==> config.mk <==
export PLATFORM = sky130hd
export DESIGN_NAME = dsl_lexical_scanner_unit
export DESIGN_NICKNAME = d
export VERILOG_FILES = /design/src/dsl_lex_pkg.sv /design/src/dsl_lex_scan.sv /design/src/dsl_lex_obuf.sv /design/src/dsl_lexical_scanner_unit.sv
export SDC_FILE = /design/constraint.sdc
export NUM_CORES = 1
export LEC_CHECK = 0
export ABC_CLOCK_PERIOD_IN_PS = 3200
export BUFFER_PORTS_ARGS = -buffer_cell sky130_fd_sc_hd__buf_2
export CORE_UTILIZATION = 45
export DETAILED_ROUTE_END_ITERATION = 8
export PLACE_DENSITY = 0.64
export SYNTH_ARGS = -nofsm -noshare
export SYNTH_HDL_FRONTEND = slang
export SYNTH_SLANG_ARGS = --single-unit
==> constraint.sdc <==
create_clock -name clk -period 3.2 [get_ports clk]
set_clock_uncertainty 0.1 [all_clocks]
set_input_delay 0.32 -clock clk [delete_from_list [all_inputs] [get_ports clk]]
set_output_delay 0.32 -clock clk [all_outputs]
set_load 0.02 [all_outputs]
==> src/dsl_lex_pkg.sv <==
package dsl_lex_pkg;

  localparam int MAX_RES = 4;
  localparam int IDX_W   = $clog2(MAX_RES);
  localparam int CNT_W   = $clog2(MAX_RES + 1);

  // event codes
  localparam logic [1:0] EV_CHAR = 2'd0;
  localparam logic [1:0] EV_END  = 2'd1;
  localparam logic [1:0] EV_ERR  = 2'd2;
  localparam logic [1:0] EV_EOI  = 2'd3;

  // token kinds
  localparam logic [2:0] K_IDENT  = 3'd0;
  localparam logic [2:0] K_NUMBER = 3'd1;
  localparam logic [2:0] K_ASSIGN = 3'd2;
  localparam logic [2:0] K_EQUAL  = 3'd3;
  localparam logic [2:0] K_MINUS  = 3'd4;
  localparam logic [2:0] K_PUNCT  = 3'd5;

  localparam logic [7:0] CH_MINUS = 8'h2d;
  localparam logic [7:0] CH_DOT   = 8'h2e;
  localparam logic [7:0] CH_EQ    = 8'h3d;
  localparam logic [7:0] CH_NL    = 8'h0a;

  localparam logic [31:0] LINE_MAX = 32'hffff_ffff;

  typedef struct packed {
    logic [7:0] ch;
    logic       end_of_input;
  } in_item_t;

  typedef struct packed {
    logic [1:0]  event_res;
    logic [2:0]  kind;
    logic [7:0]  char_value;
    logic [31:0] line_number;
    logic        last;
  } out_item_t;

  typedef struct packed {
    logic [1:0] event_res;
    logic [2:0] kind;
    logic [7:0] char_value;
  } res_ent_t;

  // results of one scanned item, handed to the output buffer
  typedef struct packed {
    res_ent_t [MAX_RES-1:0] ent;
    logic [CNT_W-1:0]       cnt;
    logic [31:0]            line;
  } scan_grp_t;

  function automatic res_ent_t mk_ent(logic [1:0] ev, logic [2:0] k, logic [7:0] c);
    res_ent_t e;
    e.event_res  = ev;
    e.kind       = k;
    e.char_value = c;
    return e;
  endfunction

  function automatic logic is_letter(logic [7:0] c);
    return (c >= 8'h61 && c <= 8'h7a) || (c >= 8'h41 && c <= 8'h5a);
  endfunction

  function automatic logic is_digit(logic [7:0] c);
    return c >= 8'h30 && c <= 8'h39;
  endfunction

  function automatic logic is_space(logic [7:0] c);
    return c == 8'h20 || (c >= 8'h09 && c <= 8'h0d);
  endfunction

  function automatic logic is_punct(logic [7:0] c);
    return c == 8'h7c || c == 8'h2f || c == 8'h3e || c == 8'h26 || c == 8'h25 ||
           c == 8'h28 || c == 8'h29 || c == 8'h2a || c == 8'h2b || c == 8'h7b ||
           c == 8'h7d || c == 8'h2e || c == 8'h5b || c == 8'h5d || c == 8'h2c ||
           c == 8'h3b || c == 8'h3c;
  endfunction

endpackage

==> src/dsl_lex_scan.sv <==
module dsl_lex_scan import dsl_lex_pkg::*; (
  input  logic      clk,
  input  logic      rst_n,
  input  in_item_t  in_item,
  input  logic      take,
  output scan_grp_t grp
);

  typedef enum logic [2:0] {M_IDLE, M_IDENT, M_NUMBER, M_EQ, M_MINUS} mode_t;

  mode_t       mode_r, mode_nxt, fr_mode;
  logic [31:0] line_r, line_nxt, fr_line;

  res_ent_t [2:0] pre;
  logic [1:0]     pcnt;
  res_ent_t [1:0] fr;
  logic [1:0]     fcnt;
  logic           run_fresh;
  logic [7:0]     c;

  assign c = in_item.ch;

  // scan c as the start of a new token
  always_comb begin
    fr      = '0;
    fcnt    = 2'd0;
    fr_mode = M_IDLE;
    fr_line = line_r;
    if (is_space(c)) begin
      if (c == CH_NL && line_r != LINE_MAX) fr_line = line_r + 32'd1;
    end else if (is_letter(c)) begin
      fr[0]   = mk_ent(EV_CHAR, K_IDENT, c);
      fcnt    = 2'd1;
      fr_mode = M_IDENT;
    end else if (is_digit(c)) begin
      fr[0]   = mk_ent(EV_CHAR, K_NUMBER, c);
      fcnt    = 2'd1;
      fr_mode = M_NUMBER;
    end else if (c == CH_EQ) begin
      fr_mode = M_EQ;
    end else if (c == CH_MINUS) begin
      fr_mode = M_MINUS;
    end else if (is_punct(c)) begin
      fr[0] = mk_ent(EV_CHAR, K_PUNCT, c);
      fr[1] = mk_ent(EV_END, K_PUNCT, 8'd0);
      fcnt  = 2'd2;
    end else begin
      fr[0] = mk_ent(EV_ERR, K_IDENT, c);
      fcnt  = 2'd1;
    end
  end

  // close or extend the pending token
  always_comb begin
    pre       = '0;
    pcnt      = 2'd0;
    run_fresh = 1'b0;
    mode_nxt  = mode_r;
    if (in_item.end_of_input) begin
      mode_nxt = M_IDLE;
      unique case (mode_r)
        M_IDENT: begin
          pre[0] = mk_ent(EV_END, K_IDENT, 8'd0);
          pre[1] = mk_ent(EV_EOI, K_IDENT, 8'd0);
          pcnt   = 2'd2;
        end
        M_NUMBER: begin
          pre[0] = mk_ent(EV_END, K_NUMBER, 8'd0);
          pre[1] = mk_ent(EV_EOI, K_IDENT, 8'd0);
          pcnt   = 2'd2;
        end
        M_EQ: begin
          pre[0] = mk_ent(EV_CHAR, K_ASSIGN, CH_EQ);
          pre[1] = mk_ent(EV_END, K_ASSIGN, 8'd0);
          pre[2] = mk_ent(EV_EOI, K_IDENT, 8'd0);
          pcnt   = 2'd3;
        end
        M_MINUS: begin
          pre[0] = mk_ent(EV_CHAR, K_MINUS, CH_MINUS);
          pre[1] = mk_ent(EV_END, K_MINUS, 8'd0);
          pre[2] = mk_ent(EV_EOI, K_IDENT, 8'd0);
          pcnt   = 2'd3;
        end
        default: begin
          pre[0] = mk_ent(EV_EOI, K_IDENT, 8'd0);
          pcnt   = 2'd1;
        end
      endcase
    end else begin
      unique case (mode_r)
        M_IDENT: begin
          pcnt = 2'd1;
          if (is_letter(c) || is_digit(c)) begin
            pre[0] = mk_ent(EV_CHAR, K_IDENT, c);
          end else begin
            pre[0]    = mk_ent(EV_END, K_IDENT, 8'd0);
            run_fresh = 1'b1;
          end
        end
        M_NUMBER: begin
          pcnt = 2'd1;
          if (is_digit(c) || c == CH_DOT) begin
            pre[0] = mk_ent(EV_CHAR, K_NUMBER, c);
          end else begin
            pre[0]    = mk_ent(EV_END, K_NUMBER, 8'd0);
            run_fresh = 1'b1;
          end
        end
        M_EQ: begin
          if (c == CH_EQ) begin
            pre[0]   = mk_ent(EV_CHAR, K_EQUAL, CH_EQ);
            pre[1]   = mk_ent(EV_CHAR, K_EQUAL, CH_EQ);
            pre[2]   = mk_ent(EV_END, K_EQUAL, 8'd0);
            pcnt     = 2'd3;
            mode_nxt = M_IDLE;
          end else begin
            pre[0]    = mk_ent(EV_CHAR, K_ASSIGN, CH_EQ);
            pre[1]    = mk_ent(EV_END, K_ASSIGN, 8'd0);
            pcnt      = 2'd2;
            run_fresh = 1'b1;
          end
        end
        M_MINUS: begin
          pcnt = 2'd2;
          if (is_digit(c)) begin
            pre[0]   = mk_ent(EV_CHAR, K_NUMBER, CH_MINUS);
            pre[1]   = mk_ent(EV_CHAR, K_NUMBER, c);
            mode_nxt = M_NUMBER;
          end else begin
            pre[0]    = mk_ent(EV_CHAR, K_MINUS, CH_MINUS);
            pre[1]    = mk_ent(EV_END, K_MINUS, 8'd0);
            run_fresh = 1'b1;
          end
        end
        default: run_fresh = 1'b1;
      endcase
    end
    if (run_fresh) mode_nxt = fr_mode;
  end

  assign line_nxt = run_fresh ? fr_line : line_r;

  // append the fresh-scan results behind the pending-token results
  always_comb begin
    grp.ent    = '0;
    grp.ent[0] = pre[0];
    grp.ent[1] = pre[1];
    grp.ent[2] = pre[2];
    grp.cnt    = CNT_W'(pcnt);
    grp.line   = line_r;
    if (run_fresh) begin
      grp.cnt = CNT_W'(pcnt) + CNT_W'(fcnt);
      case (pcnt)
        2'd0: begin
          grp.ent[0] = fr[0];
          grp.ent[1] = fr[1];
        end
        2'd1: begin
          grp.ent[1] = fr[0];
          grp.ent[2] = fr[1];
        end
        2'd2: begin
          grp.ent[2] = fr[0];
          grp.ent[3] = fr[1];
        end
        default: ;
      endcase
    end
  end

  always_ff @(posedge clk) begin
    if (!rst_n) begin
      mode_r <= M_IDLE;
      line_r <= 32'd1;
    end else if (take) begin
      mode_r <= mode_nxt;
      line_r <= line_nxt;
    end
  end

endmodule

==> src/dsl_lex_obuf.sv <==
module dsl_lex_obuf import dsl_lex_pkg::*; (
  input  logic      clk,
  input  logic      rst_n,
  input  scan_grp_t grp,
  input  logic      in_valid,
  output logic      in_stall,
  output logic      take,
  output logic      out_valid,
  input  logic      out_stall,
  output out_item_t out_item
);

  res_ent_t [MAX_RES-1:0] ent_r;
  logic [CNT_W-1:0]       cnt_r;
  logic [IDX_W-1:0]       idx_r;
  logic [31:0]            line_r;
  logic                   valid_r;
  logic                   last_one;
  logic                   free;

  assign last_one = (CNT_W'(idx_r) + CNT_W'(1)) == cnt_r;
  // room for a new group once the final result of the current one transfers
  assign free     = !valid_r || (last_one && !out_stall);
  assign in_stall = !free;
  assign take     = in_valid && free;

  always_ff @(posedge clk) begin
    if (!rst_n) begin
      valid_r <= 1'b0;
      cnt_r   <= '0;
      idx_r   <= '0;
    end else if (take) begin
      valid_r <= grp.cnt != '0;
      cnt_r   <= grp.cnt;
      idx_r   <= '0;
    end else if (valid_r && !out_stall) begin
      if (last_one) valid_r <= 1'b0;
      else          idx_r   <= idx_r + IDX_W'(1);
    end
  end

  always_ff @(posedge clk) begin
    if (take) begin
      ent_r  <= grp.ent;
      line_r <= grp.line;
    end
  end

  assign out_valid            = valid_r;
  assign out_item.event_res   = ent_r[idx_r].event_res;
  assign out_item.kind        = ent_r[idx_r].kind;
  assign out_item.char_value  = ent_r[idx_r].char_value;
  assign out_item.line_number = line_r;
  assign out_item.last        = last_one;

endmodule

==> src/dsl_lexical_scanner_unit.sv <==
// channel | direction | handshake            | payload
// in_     | input     | in_valid / in_stall  | in_item_t  (ch, end_of_input)
// out_    | output    | out_valid / out_stall| out_item_t (event, kind, char, line, last)
//
// An item yields n results (n from 0 to 4), which the output presents in turn;
// single-result and resultless items transfer at one per cycle while out_stall is low.
// The four-entry result buffer sets the rate, draining a result a cycle unless stalled.
// Results appear in the cycle after the item transfers.
// Reset (rst_n low, synchronous) empties the buffer, sets line to one, mode to idle.
// out_stall holds the current result; in_stall rises while results remain queued.
module dsl_lexical_scanner_unit import dsl_lex_pkg::*; (
  input  logic      clk,
  input  logic      rst_n,
  input  logic      in_valid,
  output logic      in_stall,
  input  in_item_t  in_item,
  output logic      out_valid,
  input  logic      out_stall,
  output out_item_t out_item
);

  scan_grp_t grp;
  logic      take;

  dsl_lex_scan u_scan (
    .clk     (clk),
    .rst_n   (rst_n),
    .in_item (in_item),
    .take    (take),
    .grp     (grp)
  );

  dsl_lex_obuf u_obuf (
    .clk       (clk),
    .rst_n     (rst_n),
    .grp       (grp),
    .in_valid  (in_valid),
    .in_stall  (in_stall),
    .take      (take),
    .out_valid (out_valid),
    .out_stall (out_stall),
    .out_item  (out_item)
  );

endmodule

# --- Yosys cells after proc, flatten, opt, wreduce, memory -nomap -nowiden ---
# Cells that the tools add are included.
word_totals:
  inputBits: 13
  mem_bits_ro: 0
  wordCells: 165
  n_memories: 0
  latch_bits: 0
  mem_bits_rw: 0
  output_inout_bits: 48
  reg_bits: 125
op_classes:
  add_sub_neg: 4
  muxes: 56
  n_eq_ne: 31
  n_bitwise: 2
  multipliers: 0
  reduce_logical: 45
  shifts: 0
  magnitude_cmp: 9
  n_div: 0
ops:
  columns: ["op", "n"]
  rows:
  - ["$eq A8 B6 Y1 const B", 15]
  - ["$mux W13", 8]
  - ["$pmux W13 S4", 2]
  - ["$mux W26", 3]
  - ["$mux W12", 5]
  - ["$pmux W13 S2", 2]
  - ["$mux W25", 2]
  - ["$mux W42", 1]
  - ["$eq A8 B7 Y1 const B", 5]
  - ["$mux W39", 1]
  - ["$pmux W13 S3", 1]
  - ["$add A32 B1 Y32 const B", 1]
  - ["$ne A32 B32 Y1 const B", 1]
  - ["$mux W3", 9]
  - ["$bmux W13 S2", 1]
  - ["$pmux W12 S2", 1]
  - ["$logic_or A1 B1 Y1", 21]
  - ["$ge A8 B7 Y1 const B", 2]
  - ["$le A8 B7 Y1 const B", 2]
  - ["$mux W2", 7]
  - ["$mux W1", 9]
  - ["$eq A8 B4 Y1 const B", 1]
  - ["$ge A8 B4 Y1 const B", 1]
  - ["$ge A8 B6 Y1 const B", 1]
  - ["other kinds (27)", 45]

# --- Longest topological paths before layout ---
depth:
  ltp_word: 27
  depth_mapped: 12
  depth_no_buf: 10

# --- Modules after synthesis ---
# A second synthesis with hierarchy kept.
unflattened:
  cells_unflattened: 535
  area_unflattened_um2: 6231.0
modules_own_cells:
  columns: ["module", "area_each_um2", "cells_per_inst", "seq_area_each_um2", "n_inst"]
  rows:
  - ["dsl_lex_obuf", 3249.4, 142, 2642.5, 1]
  - ["dsl_lex_scan", 2981.6, 393, 700.7, 1]

# --- Worst setup path before layout ---
# Ideal clock, no wire load.
synth_timing:
  path_kind: "register to register"
  startpoint: "reg u_obuf.idx_r[1]"
  endpoint: "reg u_obuf.cnt_r[1]"
  t_arrival_ns: 3.273
  t_required_ns: 2.976
  setup_ns: 0.124
  path_buffers: 0
  setup_slack_ns: -0.297
  synth_period_minus_slack_ns: 3.497
  stages_incl_launch_ff: 7
  cell_sequence: "dfxtp_1 > ha_1 > xnor2_1 > a41oi_4 > inv_1 > o21ai_0 > o221a_2"
synth_between:
  elab_chain_cells: 5
synth_lines:
  columns: ["item", "line", "text"]
  rows:
  - ["start: declaration", "dsl_lex_obuf.sv:15", "logic [IDX_W-1:0] idx_r;"]
  - ["start signal: assignment", "dsl_lex_obuf.sv:38", "else idx_r <= idx_r + IDX_W'(1);"]
  - ["$add A2 B1 Y3", "dsl_lex_obuf.sv:21", "assign last_one = (CNT_W'(idx_r) + CNT_W'(1)) == cnt_r;"]
  - ["$eq A3 B3 Y1", "dsl_lex_obuf.sv:21", null]
  - ["$logic_and A1 B1 Y1", "dsl_lex_obuf.sv:23", "assign free = !valid_r || (last_one && !out_stall);"]
  - ["$logic_or A1 B1 Y1", "dsl_lex_obuf.sv:23", null]
  - ["$logic_and A1 B1 Y1", "dsl_lex_obuf.sv:25", "assign take = in_valid && free;"]
  - ["named net take", "dsl_lexical_scanner_unit.sv:23", "logic take;"]
  - ["end signal: assignment", "dsl_lex_obuf.sv:34", "cnt_r <= grp.cnt;"]
  - ["end: declaration", "dsl_lex_obuf.sv:14", "logic [CNT_W-1:0] cnt_r;"]
# The timed path passes the listed nets, and every way through them passes these cells.
# A chain may end at the register's enable or synchronous reset.

==> flow_metrics.env <==
export IMPL_cpLargestDelayFamily="compound AO/OA/AOI/OAI gates"
export IMPL_ctsResizeCount=0
export IMPL_combPwrFrac_pct=14.1
export IMPL_p_sw_share_pct=26.6
export IMPL_power_density_nw_per_um2=643
export IMPL_hold_buffers=0
export IMPL_synth_compound_area_share_pct=13.1
export IMPL_dieWidth_um=114
export IMPL_crit_arrival_ns=2.87
export IMPL_use_met1_pct=27.5
export IMPL_fin_crit_ns=2.73
export IMPL_grt_first_pass_wirelength_mm=20.3
export IMPL_relSlewSlack_pct=50.8
export IMPL_async_flop_share_pct=0
export IMPL_switchingPower_mw=1.16
export IMPL_setup_tns_ns=0
export IMPL_wl_mm=12.9
export IMPL_worstMarginPinSlew_ns=0.736
export IMPL_synth_edf_count=72
export IMPL_fmax_ghz=0.366
export IMPL_cp_start_kind="flop"
export IMPL_synthFlopType="edfxtp_1"
export IMPL_antenna_found_initial=0
export IMPL_cts_sinks=113
export IMPL_synth_area_sq_um=5690
export IMPL_post_route_util_pct=55.8
export IMPL_root_buffer="clkbuf_16"
export IMPL_fin_ws_ns=0.468
export IMPL_first_pass_iters=6
export IMPL_crit_path_cell_trace="inv_1 -> a31oi_1 -> a211o_1 -> a21oi_1 -> buf_4 -> ha_1 -> or4_1 -> o211ai_1"
export IMPL_clock_power_share_pct=46.0
export IMPL_htreeDepth=4
export IMPL_die_area_sq_um=13100
export IMPL_fillers=1042
export IMPL_syn_nets=555
export IMPL_cp_slowest_cell="dfxtp_1"
export IMPL_clk_path_buf_depth=2
export IMPL_drc=0
export IMPL_r2r_start="u_scan.mode_r[1]"
export IMPL_worst_path_buf_inv=2
export IMPL_grt_max_degree=41
export IMPL_leakage_nw=2.57
export IMPL_post_place_cells=746
export IMPL_pre_cts_ws_ns=0.233
export IMPL_dieHeight_um=114
export IMPL_cap_violations=0
export IMPL_yosysSeqAreaShare_pct=52.4
export IMPL_grt_use_met3_pct=4.45
export IMPL_path_depth=8
export IMPL_start_util_pct=46.8
export IMPL_total_power_mw=4.37
export IMPL_wl_per_cell_um=16.5
export IMPL_hold_viol=0
export IMPL_ys_ff_latch=113
export IMPL_drt_iter0_drc=312
export IMPL_slowest_delay_ns=0.55
export IMPL_crit_type="reg2reg"
export IMPL_end_kind="flop"
export IMPL_hold_path_startpoint="in_valid"
export IMPL_io_pins=61
export IMPL_slew_viol_final=0
export IMPL_critPathMaxFanout=10
export IMPL_yosys_cell_types_count=74
export IMPL_internal_power_mw=3.21
export IMPL_synthAdderAreaFrac_pct=1.67
export IMPL_yosys_area_share_simple_pct=21.5
export IMPL_final_cells=778
export IMPL_rsz0062_at_grt="false"
export IMPL_first_global_vias=4039
export IMPL_drive_gt1_share_pct=21.6
export IMPL_ant_nets=0
export IMPL_ys_warn_count=0
export IMPL_dpl_hpwl_mm=8.97
export IMPL_io_buffers=60
export IMPL_insertion_delay_ns=0.41
export IMPL_ir_drop_mv=0.365
export IMPL_num_vias=4440
export IMPL_synth_xor_area_share_pct=3.83
export IMPL_setup_viol=0
export IMPL_path_clk_slew_ns=0.05
export IMPL_reg2reg_depth=8
export IMPL_cts_tree="built"
export IMPL_postSynthCellCount=535
export IMPL_min_period_over_period_pct=85.4
export IMPL_core_area_sq_um=12200
export IMPL_cts_setup_buffers=0
export IMPL_hp_class="in2reg"
export IMPL_track_usage_pct=20.1
export IMPL_busiest_layer="met2"
export IMPL_muxShareOfSynthArea_pct=3.65
export IMPL_num_rows=40
export IMPL_met2_usage_pct=31.5
export IMPL_numCtsBuffers=17
export IMPL_startpoint="u_scan.mode_r[1]"
export IMPL_num_antenna_cells=0
export IMPL_holdPathStages=3
export IMPL_vias_per_cell=5.71
export IMPL_p_seq_share_pct=40.0
export IMPL_synth_top_family_by_area="simple AND/OR/NAND/NOR gates"
export IMPL_syn_area_per_cell_sq_um=10.6
export IMPL_status="finished, final reports clean"
export IMPL_syn2layout_area_growth_pct=19.3
export IMPL_gp_congestion=0.942
export IMPL_fin_nets=617
export IMPL_required_ns=3.34
export IMPL_grt_overflow=0
[worst register-to-register path: cells and delay by family, from the launching register on]
kind | cells | cell delay, ns
compound gates | 4 | 0.73
fa+ha+maj | 1 | 0.31
buf+inv | 2 | 0.34
flops | 1 | 0.55
simple gates | 1 | 0.55
[power by group through the flow]
stage | clock (mW) | combinational, mW | sequential (mW)
after global routing | 2.10 | 0.669 | 1.75
after global placement | 0 | 0.606 | 1.77
after CTS | 2.03 | 0.617 | 1.75
after floorplan | 0 | 0.382 | 1.82
after detailed placement | 0 | 0.615 | 1.77
final | 2.01 | 0.616 | 1.74
[worst paths after layout]
path	end	slack, ns
worst min register to register	u_obuf.line_r[30]	0.38
worst max register to register	u_obuf.ent_r[24]	0.47
worst min-delay path	u_obuf.out_valid	0.08
worst max-delay path	u_obuf.ent_r[24]	0.47
[state kept, by name (all words and copies together), names as in the netlist]
register          flops
u_obuf.out_valid      1
u_obuf.cnt_r          3
u_obuf.line_r        32
u_scan.mode_r         3
u_obuf.idx_r          2
u_scan.line_r        32
u_obuf.ent_r         40
[metrics by stage]
stage               hold WS [ns]  cell area, sq um
finish                    0.0825              6790
global route               0.141              6790
CTS                       0.0703              6790
floorplan                  0.332              5690
detailed placement         0.359              6150
global placement           0.363              6150
[area by class of cell]
class / count / area (sq um) / area share (%)
multi-input combinational: 373 / 2490 / 36.6
inverter: 19 / 75.1 / 1.11
tap: 168 / 210 / 3.10
clock buffer: 19 / 464 / 6.84
clock inverter: 13 / 171 / 2.53
sequential: 113 / 2980 / 43.9
timing repair buffer: 73 / 398 / 5.86
[cells in the mapped netlist (all sizes together) (16+ instances only)]
cell | count | share of area [%]
o21ai | 41 | 3.7
nand4 | 16 | 1.8
dfxtp | 41 | 14
nand2 | 46 | 3.0
xor2 | 18 | 2.9
a21oi | 17 | 1.5
nor2 | 46 | 3.0
inv | 18 | 1.2
edfxtp | 72 | 38
nand3 | 31 | 3.1
[per-layer routing]
| metal | wire length, um | vias up |
|---|---|---|
| li1 | - | 2122 |
| met1 | 6080 | 2155 |
| met2 | 5960 | 148 |
| met3 | 674 | 15 |
| met4 | 163 | 0 |
| met5 | 0 | - |
[kinds of logic after synthesis]
group	after synthesis
AO/OA/AOI/OAI	110
XOR/XNOR	24
adder cells (fa/ha/maj)	7
buffers and inverters	49
flip-flops	113
multiplexers	17
AND/OR/NAND/NOR	215
[placed cells by master (no fill, tap or decap), drive strengths merged, types with 3 or more instances in the layout]
cell,Yosys,final
and3,15,15
nand2,46,46
dfxtp,41,41
clkbuf,15,19
nand2b,8,8
nand4,16,16
nor4,5,5
o211ai,8,8
o21a,5,5
o21ai,41,41
a31oi,3,3
clkinvlp,0,3
and2,3,3
bufinv,0,3
nor2,46,46
ha,6,6
or4,4,4
or3,3,3
xor2,18,18
nor3,9,9
buf,15,73
o31ai,3,3
clkinv,1,4
mux2i,14,14
inv,18,22
xnor2,6,6
mux4,3,3
nand3,31,31
nor2b,10,10
nor4b,3,3
a21o,4,4
a21oi,17,17
edfxtp,72,72
a22oi,3,3
a221o,3,3
a32o,3,3
and4,7,7
Power figures use the tool's default switching activity.
